--- src/rtl/websocket_frame_deframer_macros.svh ---
// assertion macros shared by the deframer rtl
// expects i_clk and i_rst_n in the including module
`ifndef WEBSOCKET_FRAME_DEFRAMER_MACROS_SVH
`define WEBSOCKET_FRAME_DEFRAMER_MACROS_SVH

// property must hold at every clock outside reset
`define WSD_ASSERT(label, prop, msg) \
    label: assert property (@(posedge i_clk) disable iff (!i_rst_n) prop) \
        else $error(msg);

// condition must never be true outside reset
`define WSD_ASSERT_NEVER(label, cond, msg) \
    label: assert property (@(posedge i_clk) disable iff (!i_rst_n) !(cond)) \
        else $error(msg);

`endif

--- src/rtl/wsd_pkg.sv ---
// types and constants of the websocket frame deframer
// no dependencies
`timescale 1ns / 1ps
`default_nettype none

package wsd_pkg;

    typedef enum logic [2:0] {
        PH_HDR0,
        PH_HDR1,
        PH_EXT16,
        PH_EXT64,
        PH_MASK,
        PH_PAYLOAD
    } t_phase;

    typedef enum logic [2:0] {
        ERR_NONE,
        ERR_RSV,
        ERR_LEN_MSB,
        ERR_MASKED,
        ERR_CONTROL,
        ERR_ORPHAN,
        ERR_UNKNOWN,
        ERR_MID_FRAG
    } t_err;

    localparam logic [3:0] OP_CONT   = 4'h0;
    localparam logic [3:0] OP_TEXT   = 4'h1;
    localparam logic [3:0] OP_BINARY = 4'h2;
    localparam logic [3:0] OP_CLOSE  = 4'h8;
    localparam logic [3:0] OP_PING   = 4'h9;
    localparam logic [3:0] OP_PONG   = 4'hA;

    localparam logic [7:0] RSV_BITS     = 8'h70;
    localparam logic [6:0] LEN7_EXT16   = 7'd126;
    localparam logic [62:0] CTRL_MAX_LEN = 63'd125;

    localparam int LEN_W = 63;

    typedef struct packed {
        logic [7:0] payload_byte;
        logic       byte_valid;
        logic [3:0] msg_opcode;
        logic       last;
        t_err       err_code;
    } t_result;

endpackage

`default_nettype wire

--- src/rtl/websocket_frame_deframer.sv ---
// Receive-side WebSocket deframer for a server-to-client byte stream. Takes one
// word (stream byte) per cycle when not stalled; at most one result per word.
// A result is written into a P_FIFO_DEPTH entry queue when its word is accepted,
// and the output stage loads it from there into the output register.
// Header parse, checks and fragment tracking run in the parser at one word
// per cycle unless stalled, bounded by the 63-bit remaining-length decrement.
// When the output is stalled the queue fills and o_stall rises once it is full.
// After the first protocol error one error result is given and all words are
// dropped until reset.
// top level; depends on wsd_pkg, wsd_front, wsd_fifo, wsd_back
`timescale 1ns / 1ps
`default_nettype none

module websocket_frame_deframer #(
    parameter int P_FIFO_DEPTH = 4
) (
    input  wire logic       i_clk,
    input  wire logic       i_rst_n,
    input  wire logic       i_valid,
    input  wire logic [7:0] i_data_byte,
    output logic            o_stall,
    output logic            o_valid,
    input  wire logic       i_stall,
    output logic [7:0]      o_payload_byte,
    output logic            o_byte_valid,
    output logic [3:0]      o_msg_opcode,
    output logic            o_last,
    output logic [2:0]      o_err_code
);
    import wsd_pkg::*;

    logic    push;
    logic    pop;
    logic    full;
    logic    empty;
    t_result wr_rec;
    t_result rd_rec;
    t_result out_rec;

    assign o_stall = full;

    wsd_front u_front (
        .i_clk       (i_clk),
        .i_rst_n     (i_rst_n),
        .i_valid     (i_valid),
        .i_data_byte (i_data_byte),
        .i_full      (full),
        .o_push      (push),
        .o_rec       (wr_rec)
    );

    wsd_fifo #(
        .DEPTH (P_FIFO_DEPTH)
    ) u_fifo (
        .i_clk   (i_clk),
        .i_rst_n (i_rst_n),
        .i_push  (push),
        .i_wdata (wr_rec),
        .i_pop   (pop),
        .o_rdata (rd_rec),
        .o_full  (full),
        .o_empty (empty)
    );

    wsd_back u_back (
        .i_clk   (i_clk),
        .i_rst_n (i_rst_n),
        .i_empty (empty),
        .i_rdata (rd_rec),
        .o_pop   (pop),
        .i_stall (i_stall),
        .o_valid (o_valid),
        .o_rec   (out_rec)
    );

    assign o_payload_byte = out_rec.payload_byte;
    assign o_byte_valid   = out_rec.byte_valid;
    assign o_msg_opcode   = out_rec.msg_opcode;
    assign o_last         = out_rec.last;
    assign o_err_code     = out_rec.err_code;

endmodule

`default_nettype wire

--- src/rtl/wsd_fifo.sv ---
// short result queue between the frame parser and the output stage
// depends on wsd_pkg and the assertion macro header
`timescale 1ns / 1ps
`default_nettype none
`include "websocket_frame_deframer_macros.svh"

module wsd_fifo #(
    parameter int DEPTH = 4
) (
    input  wire logic             i_clk,
    input  wire logic             i_rst_n,
    input  wire logic             i_push,
    input  wire wsd_pkg::t_result i_wdata,
    input  wire logic             i_pop,
    output wsd_pkg::t_result      o_rdata,
    output logic                  o_full,
    output logic                  o_empty
);
    import wsd_pkg::*;

    localparam int AW = (DEPTH > 1) ? $clog2(DEPTH) : 1;
    localparam int CW = $clog2(DEPTH + 1);
    localparam logic [AW-1:0] LAST_PTR = AW'(DEPTH - 1);
    localparam logic [CW-1:0] FULL_CNT = CW'(DEPTH);

    t_result       r_mem [DEPTH];
    logic [AW-1:0] r_wr_ptr, n_wr_ptr;
    logic [AW-1:0] r_rd_ptr, n_rd_ptr;
    logic [CW-1:0] r_count,  n_count;

    assign o_full  = (r_count == FULL_CNT);
    assign o_empty = (r_count == '0);
    assign o_rdata = r_mem[r_rd_ptr];

    always_comb begin
        n_wr_ptr = r_wr_ptr;
        n_rd_ptr = r_rd_ptr;
        n_count  = r_count;
        if (i_push) begin
            n_wr_ptr = (r_wr_ptr == LAST_PTR) ? '0 : r_wr_ptr + AW'(1);
        end
        if (i_pop) begin
            n_rd_ptr = (r_rd_ptr == LAST_PTR) ? '0 : r_rd_ptr + AW'(1);
        end
        unique case ({i_push, i_pop})
            2'b10:   n_count = r_count + CW'(1);
            2'b01:   n_count = r_count - CW'(1);
            default: n_count = r_count;
        endcase
    end

    always_ff @(posedge i_clk) begin
        if (!i_rst_n) begin
            r_wr_ptr <= '0;
            r_rd_ptr <= '0;
            r_count  <= '0;
        end else begin
            r_wr_ptr <= n_wr_ptr;
            r_rd_ptr <= n_rd_ptr;
            r_count  <= n_count;
        end
    end

    always_ff @(posedge i_clk) begin
        if (i_push) begin
            r_mem[r_wr_ptr] <= i_wdata;
        end
    end

    `WSD_ASSERT(a_no_push_full, i_push |-> !o_full, "push into full result queue")
    `WSD_ASSERT(a_no_pop_empty, i_pop |-> !o_empty, "pop from empty result queue")

endmodule

`default_nettype wire

--- src/rtl/wsd_front.sv ---
// frame parser: header decode, checks, fragmentation tracking, result build
// depends on wsd_pkg and the assertion macro header
`timescale 1ns / 1ps
`default_nettype none
`include "websocket_frame_deframer_macros.svh"

module wsd_front (
    input  wire logic         i_clk,
    input  wire logic         i_rst_n,
    input  wire logic         i_valid,
    input  wire logic [7:0]   i_data_byte,
    input  wire logic         i_full,
    output logic              o_push,
    output wsd_pkg::t_result  o_rec
);
    import wsd_pkg::*;

    t_phase           r_phase,    n_phase;
    logic [3:0]       r_hdr_cnt,  n_hdr_cnt;
    logic             r_fin,      n_fin;
    logic [3:0]       r_op,       n_op;
    logic             r_masked,   n_masked;
    logic [LEN_W-1:0] r_rem,      n_rem;
    logic [55:0]      r_len_sh,   n_len_sh;
    logic [3:0]       r_msg_op,   n_msg_op;
    logic             r_frag,     n_frag;
    logic             r_failed,   n_failed;

    logic             take;
    logic [6:0]       len7;
    logic [3:0]       cnt_dec;
    logic [63:0]      len_cat;
    logic             ext_done;
    logic             len_known;
    logic             len_masked;
    logic [LEN_W-1:0] known_len;
    logic             len_zero;
    logic             fh;
    logic             is_ctrl;
    logic             start_msg;
    logic [3:0]       msg_op;
    logic             pl_end;
    t_err             fh_err;
    t_err             err_now;

    assign take = i_valid && !i_full && !r_failed;

    // decode of the current word against the parser state
    always_comb begin
        len7     = i_data_byte[6:0];
        cnt_dec  = r_hdr_cnt - 4'd1;
        len_cat  = {r_len_sh, i_data_byte};
        ext_done = (r_phase == PH_EXT16 || r_phase == PH_EXT64) && (cnt_dec == 4'd0);
        len_known = (r_phase == PH_HDR1 && len7 < LEN7_EXT16)
                 || (ext_done && !(r_phase == PH_EXT64 && len_cat[63]));
        len_masked = (r_phase == PH_HDR1) ? i_data_byte[7] : r_masked;
        known_len  = (r_phase == PH_HDR1) ? {56'd0, len7} : len_cat[LEN_W-1:0];
        len_zero   = (known_len == '0);
        fh         = len_known && !len_masked;
        is_ctrl    = (r_op == OP_CLOSE) || (r_op == OP_PING) || (r_op == OP_PONG);
        start_msg  = !is_ctrl && !r_frag;
        msg_op     = start_msg ? r_op : r_msg_op;
        pl_end     = (r_rem == LEN_W'(1));

        if (is_ctrl) begin
            fh_err = (!r_fin || known_len > CTRL_MAX_LEN) ? ERR_CONTROL : ERR_NONE;
        end else if (!r_frag) begin
            if (r_op == OP_CONT) begin
                fh_err = ERR_ORPHAN;
            end else if (r_op != OP_TEXT && r_op != OP_BINARY) begin
                fh_err = ERR_UNKNOWN;
            end else begin
                fh_err = ERR_NONE;
            end
        end else begin
            fh_err = (r_op != OP_CONT) ? ERR_MID_FRAG : ERR_NONE;
        end

        unique case (r_phase)
            PH_HDR0:  err_now = ((i_data_byte & RSV_BITS) != '0) ? ERR_RSV : ERR_NONE;
            PH_HDR1:  err_now = fh ? fh_err : ERR_NONE;
            PH_EXT16: err_now = fh ? fh_err : ERR_NONE;
            PH_EXT64: begin
                if (ext_done && len_cat[63]) begin
                    err_now = ERR_LEN_MSB;
                end else begin
                    err_now = fh ? fh_err : ERR_NONE;
                end
            end
            PH_MASK:  err_now = (cnt_dec == 4'd0) ? ERR_MASKED : ERR_NONE;
            default:  err_now = ERR_NONE;
        endcase
    end

    // next state
    always_comb begin
        n_phase   = r_phase;
        n_hdr_cnt = r_hdr_cnt;
        n_fin     = r_fin;
        n_op      = r_op;
        n_masked  = r_masked;
        n_rem     = r_rem;
        n_len_sh  = r_len_sh;
        n_msg_op  = r_msg_op;
        n_frag    = r_frag;
        n_failed  = r_failed;
        if (take) begin
            if (err_now != ERR_NONE) begin
                n_failed = 1'b1;
                n_phase  = PH_HDR0;
            end else begin
                unique case (r_phase)
                    PH_HDR0: begin
                        n_fin   = i_data_byte[7];
                        n_op    = i_data_byte[3:0];
                        n_phase = PH_HDR1;
                    end
                    PH_HDR1: begin
                        n_masked = i_data_byte[7];
                        n_len_sh = '0;
                        if (!len_known) begin
                            n_phase   = (len7 == LEN7_EXT16) ? PH_EXT16 : PH_EXT64;
                            n_hdr_cnt = (len7 == LEN7_EXT16) ? 4'd2 : 4'd8;
                        end
                    end
                    PH_EXT16, PH_EXT64: begin
                        n_len_sh  = len_cat[55:0];
                        n_hdr_cnt = cnt_dec;
                    end
                    PH_MASK: begin
                        n_hdr_cnt = cnt_dec;
                    end
                    PH_PAYLOAD: begin
                        n_rem = r_rem - LEN_W'(1);
                        if (pl_end) begin
                            n_phase = PH_HDR0;
                            if (!is_ctrl && r_fin) begin
                                n_frag = 1'b0;
                            end
                        end
                    end
                    default: n_phase = PH_HDR0;
                endcase

                // header complete
                if (len_known) begin
                    n_rem = known_len;
                    if (len_masked) begin
                        n_phase   = PH_MASK;
                        n_hdr_cnt = 4'd4;
                    end else begin
                        n_phase = len_zero ? PH_HDR0 : PH_PAYLOAD;
                        if (is_ctrl) begin
                            if (r_op == OP_CLOSE) begin
                                n_frag = 1'b0;
                            end
                        end else begin
                            if (start_msg) begin
                                n_msg_op = r_op;
                                n_frag   = 1'b1;
                            end
                            if (len_zero && r_fin) begin
                                n_frag = 1'b0;
                            end
                        end
                    end
                end
            end
        end
    end

    // result word toward the queue
    always_comb begin
        o_push = 1'b0;
        o_rec  = '{payload_byte: 8'd0, byte_valid: 1'b0, msg_opcode: 4'd0,
                   last: 1'b0, err_code: ERR_NONE};
        if (take) begin
            if (err_now != ERR_NONE) begin
                o_push         = 1'b1;
                o_rec.err_code = err_now;
            end else if (fh && len_zero) begin
                if (!is_ctrl && r_fin) begin
                    o_push           = 1'b1;
                    o_rec.msg_opcode = msg_op;
                    o_rec.last       = 1'b1;
                end else if (is_ctrl && r_op != OP_PONG) begin
                    o_push           = 1'b1;
                    o_rec.msg_opcode = r_op;
                    o_rec.last       = 1'b1;
                end
            end else if (r_phase == PH_PAYLOAD && r_op != OP_PONG) begin
                o_push             = 1'b1;
                o_rec.payload_byte = i_data_byte;
                o_rec.byte_valid   = 1'b1;
                o_rec.msg_opcode   = is_ctrl ? r_op : r_msg_op;
                o_rec.last         = is_ctrl ? pl_end : (pl_end && r_fin);
            end
        end
    end

    always_ff @(posedge i_clk) begin
        if (!i_rst_n) begin
            r_phase   <= PH_HDR0;
            r_hdr_cnt <= '0;
            r_fin     <= 1'b0;
            r_op      <= OP_CONT;
            r_masked  <= 1'b0;
            r_rem     <= '0;
            r_len_sh  <= '0;
            r_msg_op  <= OP_CONT;
            r_frag    <= 1'b0;
            r_failed  <= 1'b0;
        end else begin
            r_phase   <= n_phase;
            r_hdr_cnt <= n_hdr_cnt;
            r_fin     <= n_fin;
            r_op      <= n_op;
            r_masked  <= n_masked;
            r_rem     <= n_rem;
            r_len_sh  <= n_len_sh;
            r_msg_op  <= n_msg_op;
            r_frag    <= n_frag;
            r_failed  <= n_failed;
        end
    end

    `WSD_ASSERT(a_fail_sticky, r_failed |=> r_failed, "error state left without reset")
    `WSD_ASSERT(a_err_sets_fail, (o_push && o_rec.err_code != ERR_NONE) |=> r_failed,
                "error reported but parser not halted")
    `WSD_ASSERT(a_quiet_after_fail, r_failed |-> !o_push, "result produced after error")
    `WSD_ASSERT_NEVER(a_payload_len, r_phase == PH_PAYLOAD && r_rem == '0,
                      "payload phase with zero remaining length")

endmodule

`default_nettype wire

--- src/rtl/wsd_back.sv ---
// output stage: drains the result queue into the registered output port
// depends on wsd_pkg
`timescale 1ns / 1ps
`default_nettype none

module wsd_back (
    input  wire logic             i_clk,
    input  wire logic             i_rst_n,
    input  wire logic             i_empty,
    input  wire wsd_pkg::t_result i_rdata,
    output logic                  o_pop,
    input  wire logic             i_stall,
    output logic                  o_valid,
    output wsd_pkg::t_result      o_rec
);
    import wsd_pkg::*;

    logic    r_valid;
    t_result r_rec;
    logic    load_en;

    // output register is free when empty or being taken this cycle
    assign load_en = !r_valid || !i_stall;
    assign o_pop   = load_en && !i_empty;
    assign o_valid = r_valid;
    assign o_rec   = r_rec;

    always_ff @(posedge i_clk) begin
        if (!i_rst_n) begin
            r_valid <= 1'b0;
        end else if (load_en) begin
            r_valid <= !i_empty;
        end
    end

    always_ff @(posedge i_clk) begin
        if (o_pop) begin
            r_rec <= i_rdata;
        end
    end

endmodule

`default_nettype wire
--- config.mk ---
export PLATFORM = sky130hd
export DESIGN_NAME = websocket_frame_deframer
export DESIGN_NICKNAME = d
export VERILOG_FILES = /design/src/rtl/wsd_pkg.sv /design/src/rtl/websocket_frame_deframer.sv /design/src/rtl/wsd_fifo.sv /design/src/rtl/wsd_front.sv /design/src/rtl/wsd_back.sv
export VERILOG_INCLUDE_DIRS = /design/src /design/src/rtl
export SDC_FILE = /design/constraint.sdc
export NUM_CORES = 1
export LEC_CHECK = 0
export BUFFER_PORTS_ARGS = -buffer_cell sky130_fd_sc_hd__buf_2
export CAP_MARGIN = 20
export CORE_ASPECT_RATIO = 1.5
export CORE_MARGIN = 3
export CORE_UTILIZATION = 43
export DETAILED_ROUTE_END_ITERATION = 10
export SYNTH_ARGS = -nofsm -noshare
export SYNTH_HDL_FRONTEND = slang
export SYNTH_SLANG_ARGS = --single-unit
--- constraint.sdc ---
create_clock -name i_clk -period 5.8 [get_ports i_clk]
set_input_delay 0.29 -clock i_clk [delete_from_list [all_inputs] [get_ports i_clk]]
set_output_delay 0.29 -clock i_clk [all_outputs]
set_load 0.03 [all_outputs]
==> impl_results.md, run 1 <==
* Status: completed
* Crit end category: flop
* Post-cts sizing count at 0
* Slew headroom at 27.2%
* P_leak at 4.32 nW
* Max_cap viols at 0
* Number of antenna violations at the first check in global routing at 0
* Max frequency at 0.237 GHz
* PortBufs at 30
* CTS Sinks at 231
* Placer Congestion at 0.887
* Worst vdd ir at 0.000248 V
* Critical Path AT at 4.67 ns
* First-pass GRT wire length at 50700 µm
* Synth cell types at 67
* CTS tree: built
* Routed via count at 9317
* Worst min-delay path category: in2reg
* Clock skew at 0.0128 ns
* Hold Slack at 0.0523 ns
* Seq/Total Area, Yosys at 48.2%
* Chip Height at 205 µm
* Total track usage at 21.7%
* Power per cell area at 401 mW/mm²
* Synth Area per Inst at 9.36 µm²
* Crit path launch type: flop
* RSZ-0062 raised after global routing: no
* Num ports at 31
* Hold-fix buffers, CTS at 0
* Netlist Area Pre-Place at 0.0114 mm²
* Core area at 0.0259 mm²
* Vias per cell at 6.00
* Post-synth EDFFs at 85
* Largest net degree at the start of global routing at 74
* Chip width at 139 µm
* DRC at 0
* Minimum clock period after layout at 4.22 ns
* ANT cells at 0
* Top cell type's share of synthesized area at 25.7%
* Post-detail-place hpwl at 20400 µm
* Hold Violations, Final at 0
* DR WL/cell at 20.0 µm
* Worst-skew pair later-pin latency at 0.53 ns
* Required @ worst endpoint at 6.25 ns
* GRT overflow at 0
* Top cell type by total area after synthesis: dfxtp_1
* Detailed Routing Iterations Pass 1 at 5
* Count leader, synth: nand2_1
* Final Max Tran Viols at 0
* Ys Warns at 0
* Worst Path Max Fanout at 23
* Dominant synthesized flop cell: dfxtp_1
* Mapped Cells at 1214
* # setup viols final at 0
* Die area at 0.0284 mm²
* Synth top area cells: dfxtp_1, edfxtp_1, nand2_1
* Initial drt markers at 610
* Nets@finish at 1225
* Num CTS Buffers at 24
* FFs w/ async S/R, synth at 0%
* Postcts setup bufs at 0
* Number of nets with antenna violations after routing at 0
* Total routed wirelength at 31100 µm
* Crit Path Class: reg2reg
* Starting Density at 43.9%
* Dpl cells at 1509
* Layout cells sized above 1 at 10.3%
* Tcrit/Tclk final at 72.8%
* Final std cells w/o fill at 1553
* Setup_tns at 0 ns
* H-tree depth at 1
* Synth cell count leaders: nand2_1, dfxtp_1, a21oi_1
* Syn-to-layout area delta at 10.1%
* Synth Register Bits at 231
* Site row count at 72
* Vias in the first global route at 9451
* Reg clk slew, reported paths at 0.07 ns
* Syn nets at 1237
* CTS max path bufs at 3
* Slew @ Worst Pin at 1.09 ns
* CTS root buf: clkbuf_16
[registers in the layout, indices dropped and copies added (netlist names)]
register           flops
u_back.o_rec          17
u_back.o_valid         1
u_fifo.r_count         3
u_fifo.r_mem          68
u_fifo.r_rd_ptr        2
u_fifo.r_wr_ptr        2
u_front.r_failed       1
u_front.r_fin          1
u_front.r_frag         1
u_front.r_hdr_cnt      4
u_front.r_len_sh      56
u_front.r_masked       1
u_front.r_msg_op       4
u_front.r_op           4
u_front.r_phase        3
u_front.r_rem         63
[cell usage in the layout (no fill, tap or decap), types with 5 or more instances in the layout]
cell type  Yosys  layout
a211oi_1       5       5
a21oi_1       87      86
a221oi_1       6       6
a22o_1         5       5
a22oi_1        8       8
a31oi_1       14      14
a32o_1        14      14
a32oi_1        5       5
and2_1         9       9
and3_1        15      15
buf_2         12      29
buf_4          1      15
clkbuf_16      0      25
clkbuf_8       0       5
dfxtp_1      146     146
edfxtp_1      85      85
ha_1          10      10
inv_1         22      21
mux2i_1       71      71
mux4_2        17      17
nand2_1      232     232
nand3_1       28      28
nand4_1        9       9
nor2_1        79      78
nor2b_1        5       5
nor3_1        29      28
nor4_1        37      36
o211ai_1      18      18
o21ai_0       75      75
o31ai_1       11      10
o32ai_1        6       6
or3_1         11      11
or4_1          8       8
xnor2_1        6       6
xor2_1         7       7
[logic make-up (layout without fill, tap and decap cells)]
logic type	Yosys count	after routing	synth area share, %
adders and majority gates	12	12	1.37
xor gates and xnor gates	13	13	1.00
buffers and inverters	104	110	4.08
DFF	231	231	48.2
muxes	89	89	9.73
AOI/OAI and AO/OA	281	281	15.6
and+or+nand+nor	484	484	20.0
[per-layer routing]
metal  vias to the layer above  routed length (µm)  track usage [%]
met5                         -                   0                0
met4                         0                1240             9.48
met3                        88                1240             2.24
met2                       273               16500             41.1
met1                      4526               12100             24.6
li1                       4430                   -                -
[final timing paths]
kind	startpoint	end	slack, ns	cells after the start
max reg2reg	u_front.r_hdr_cnt[0]$_SDFFE_PN0P_	u_fifo.r_count[2]$_SDFFE_PN0P_	1.58	14
min reg2reg	u_front.r_rem[18]$_SDFFE_PN0P_	u_front.r_rem[18]$_SDFFE_PN0P_	0.47	2
min	i_stall	u_back.o_valid$_SDFFE_PN0P_	0.05	3
max	u_front.r_hdr_cnt[0]$_SDFFE_PN0P_	u_fifo.r_count[2]$_SDFFE_PN0P_	1.58	14
[stage by stage]
step	area, µm²	setup WS, ns	power [mW]	utilization (%)
2_1_floorplan	11400	2.31	3.11	-
3_3_place_gp	11700	1.65	3.47	45.3
3_5_place_dp	11700	1.57	3.48	45.3
4_1_cts	12500	1.55	5.05	48.4
5_1_grt	12500	1.24	5.28	48.4
6_report	12500	1.58	5.01	48.4
[power by group]
group | internal (mW) | switching, mW | leakage [nW] | total [mW]
Combinational | 0.595 | 0.924 | 1.90 | 1.52
Clock | 0.902 | 0.658 | 0.396 | 1.56
Sequential | 1.85 | 0.0794 | 2.02 | 1.93
[final cells by class]
class,instances,area [µm²]
Multi-Input combinational cell,879,5470
Timing Repair Buffer,44,258
Clock buffer,33,706
Inverter,22,82.6
Tap cell,333,417
Clock inverter,11,100
Fill cell,2439,13300
Sequential cell,231,5480
[worst max-delay path, cell delays in order, from the launching register on]
cell and delay, ns:
dfxtp_1 0.41, inv_1 0.10, ha_1 0.26, o41a_1 0.50
o31a_2 0.58, nor3_1 0.57, nand2_1 0.22, a41oi_2 0.38
inv_1 0.09, ha_1 0.23, inv_1 0.08, fa_1 0.19
xor2_1 0.07, or3_1 0.31, a21oi_1 0.14
(Power assumes the default switching activity.)
==> inputs of run 2 (changes only) <==
==> constraint.sdc (replaced) <==
create_clock -name i_clk -period 3.99 [get_ports i_clk]
set_input_delay 0.1995 -clock i_clk [delete_from_list [all_inputs] [get_ports i_clk]]
set_output_delay 0.1995 -clock i_clk [all_outputs]
set_load 0.03 [all_outputs]
==> impl_results.md, run 2 (same netlist as run 1, synthesis figures left out) <==
* Status: completed
* Critical Path AT at 4.15 ns
* H-tree depth at 1
* Routed via count at 9318
* Critical-path cell list: nor4_1, nand2_1, or4_1, or4_4, nand2_1, a41oi_2, inv_1, ha_1, inv_1, fa_1, xor2_1, or3_1, a21oi_1
* Hold Slack at 0.0234 ns
* Commonest non-fill, non-tap cells in the layout: nand2_1, dfxtp_1, a21oi_1
* DRC at 0
* Crit path max-delay family: simple AND/OR/NAND/NOR gates
* Reg clk slew, reported paths at 0.06 ns
* Vias per cell at 5.91
* CTS root buf: clkbuf_16
* # setup viols final at 0
* Site row count at 72
* Num ports at 31
* Number of nets with antenna violations after routing at 0
* Worst-skew pair later-pin latency at 0.52 ns
* Largest regs: u_fifo.r_mem (68), u_front.r_rem (63), u_front.r_len_sh (56)
* Max_cap viols at 0
* Chip Height at 205 µm
* RSZ-0062 raised after global routing: no
* GRT overflow at 0
* Placer Congestion at 0.922
* Slew @ Worst Pin at 0.891 ns
* Crit end category: flop
* Clock skew at 0.0136 ns
* Total track usage at 21.3%
* Crit path buf inv count at 2
* Largest stage delay on the critical path at 0.60 ns
* Setup_tns at 0 ns
* Hold-fix buffers, CTS at 4
* Required @ worst endpoint at 4.44 ns
* Minimum clock period after layout at 3.71 ns
* Layout cells sized above 1 at 11.4%
* Total routed wirelength at 31000 µm
* CTS Sinks at 231
* First-pass GRT wire length at 49500 µm
* Hold Crit Start: i_data_byte[6]
* Reg power frac at 38.3%
* Slowest cell on crit path: or4_1
* Worst Path Max Fanout at 4
* Biggest register: u_fifo.r_mem
* Vias in the first global route at 9216
* P_leak at 4.44 nW
* Tcrit/Tclk final at 92.9%
* DR WL/cell at 19.6 µm
* Max frequency at 0.270 GHz
* Post-detail-place hpwl at 20900 µm
* Comb power frac at 31.6%
* Switching power at 2.46 mW
* Switching portion of total power at 33.4%
* Commonest non-fill, non-tap cell in the layout: nand2_1
* Core area at 0.0259 mm²
* Num CTS Buffers at 24
* Worst r2r src: u_front.r_len_sh[38]$_SDFFE_PN0P_
* CTS max path bufs at 3
* Starting Density at 43.9%
* Max reg flops at 68
* Int Pwr at 4.91 mW
* Final Max Tran Viols at 0
* CTS tree: built
* Critical path launch point: u_front.r_len_sh[38]$_SDFFE_PN0P_
* Worst vdd ir at 0.000353 V
* Clk pwr share at 30.1%
* Crit Path Class: reg2reg
* Post-cts sizing count at 0
* PortBufs at 30
* Slew headroom at 40.5%
* ANT cells at 0
* Postcts setup bufs at 0
* Number of antenna violations at the first check in global routing at 0
* Worst min-delay path category: in2reg
* Power per cell area at 580 mW/mm²
* Nets@finish at 1249
* Detailed Routing Iterations Pass 1 at 5
* Die area at 0.0284 mm²
* Hold Violations, Final at 0
* Initial drt markers at 781
* Chip width at 139 µm
* Syn-to-layout area delta at 11.9%
* Largest net degree at the start of global routing at 61
* Crit path launch type: flop
-- run 2: routing by layer --
metal | up-vias | global-route usage (%) | share of wire [%]
met3 | 82 | 2.17 | 3.4
met2 | 233 | 40.9 | 54
met5 | - | 0 | 0
met1 | 4520 | 24.0 | 39
li1 | 4483 | - | -
met4 | 0 | 8.88 | 3.9
-- run 2: metrics by stage --
step | instances | power [mW] | utilization [%] | setup WS (ns) | area [µm²]
after floorplan | 1214 | 4.52 | - | 0.502 | 11400
after global placement | 1529 | 5.20 | 46.0 | 0.379 | 11900
after detailed placement | 1529 | 5.21 | 46.0 | 0.336 | 11900
after CTS | 1577 | 7.45 | 49.1 | 0.290 | 12700
after global routing | 1577 | 7.76 | 49.1 | 0.0862 | 12700
final | 1577 | 7.38 | 49.1 | 0.282 | 12700
-- run 2: area by class of cell --
cell class | count | area, µm²
clock buffers | 28 | 647
clock inverters | 16 | 129
fillers | 2437 | 13100
inverters | 22 | 82.6
multi-input cells | 879 | 5470
flip-flops and latches | 231 | 5480
well taps | 333 | 417
repair buffers | 68 | 485
-- run 2: power by group through the flow --
stage               registers [mW]  clock network (mW)  logic [mW]
finish                        2.83                2.22        2.33
global route                  2.86                2.36        2.54
CTS                           2.84                2.27        2.34
detailed placement            2.89                   0        2.32
global placement              2.88                   0        2.32
floorplan                     3.02                   0        1.50
-- run 2: tightest hold or removal path: stages --
cell	delay (ns)
buf_2	0.15
nand2_1	0.07
mux2i_1	0.06
-- run 2: worst paths after layout --
| kind | endpoint | slack, ns | cells after the start |
|---|---|---|---|
| worst max-delay path | u_fifo.r_count[2]$_SDFFE_PN0P_ | 0.28 | 13 |
| worst min-delay path | u_front.r_len_sh[6]$_SDFFE_PN0P_ | 0.02 | 3 |
| worst max register to register | u_fifo.r_count[2]$_SDFFE_PN0P_ | 0.28 | 13 |
| worst min register to register | u_front.r_rem[18]$_SDFFE_PN0P_ | 0.47 | 2 |
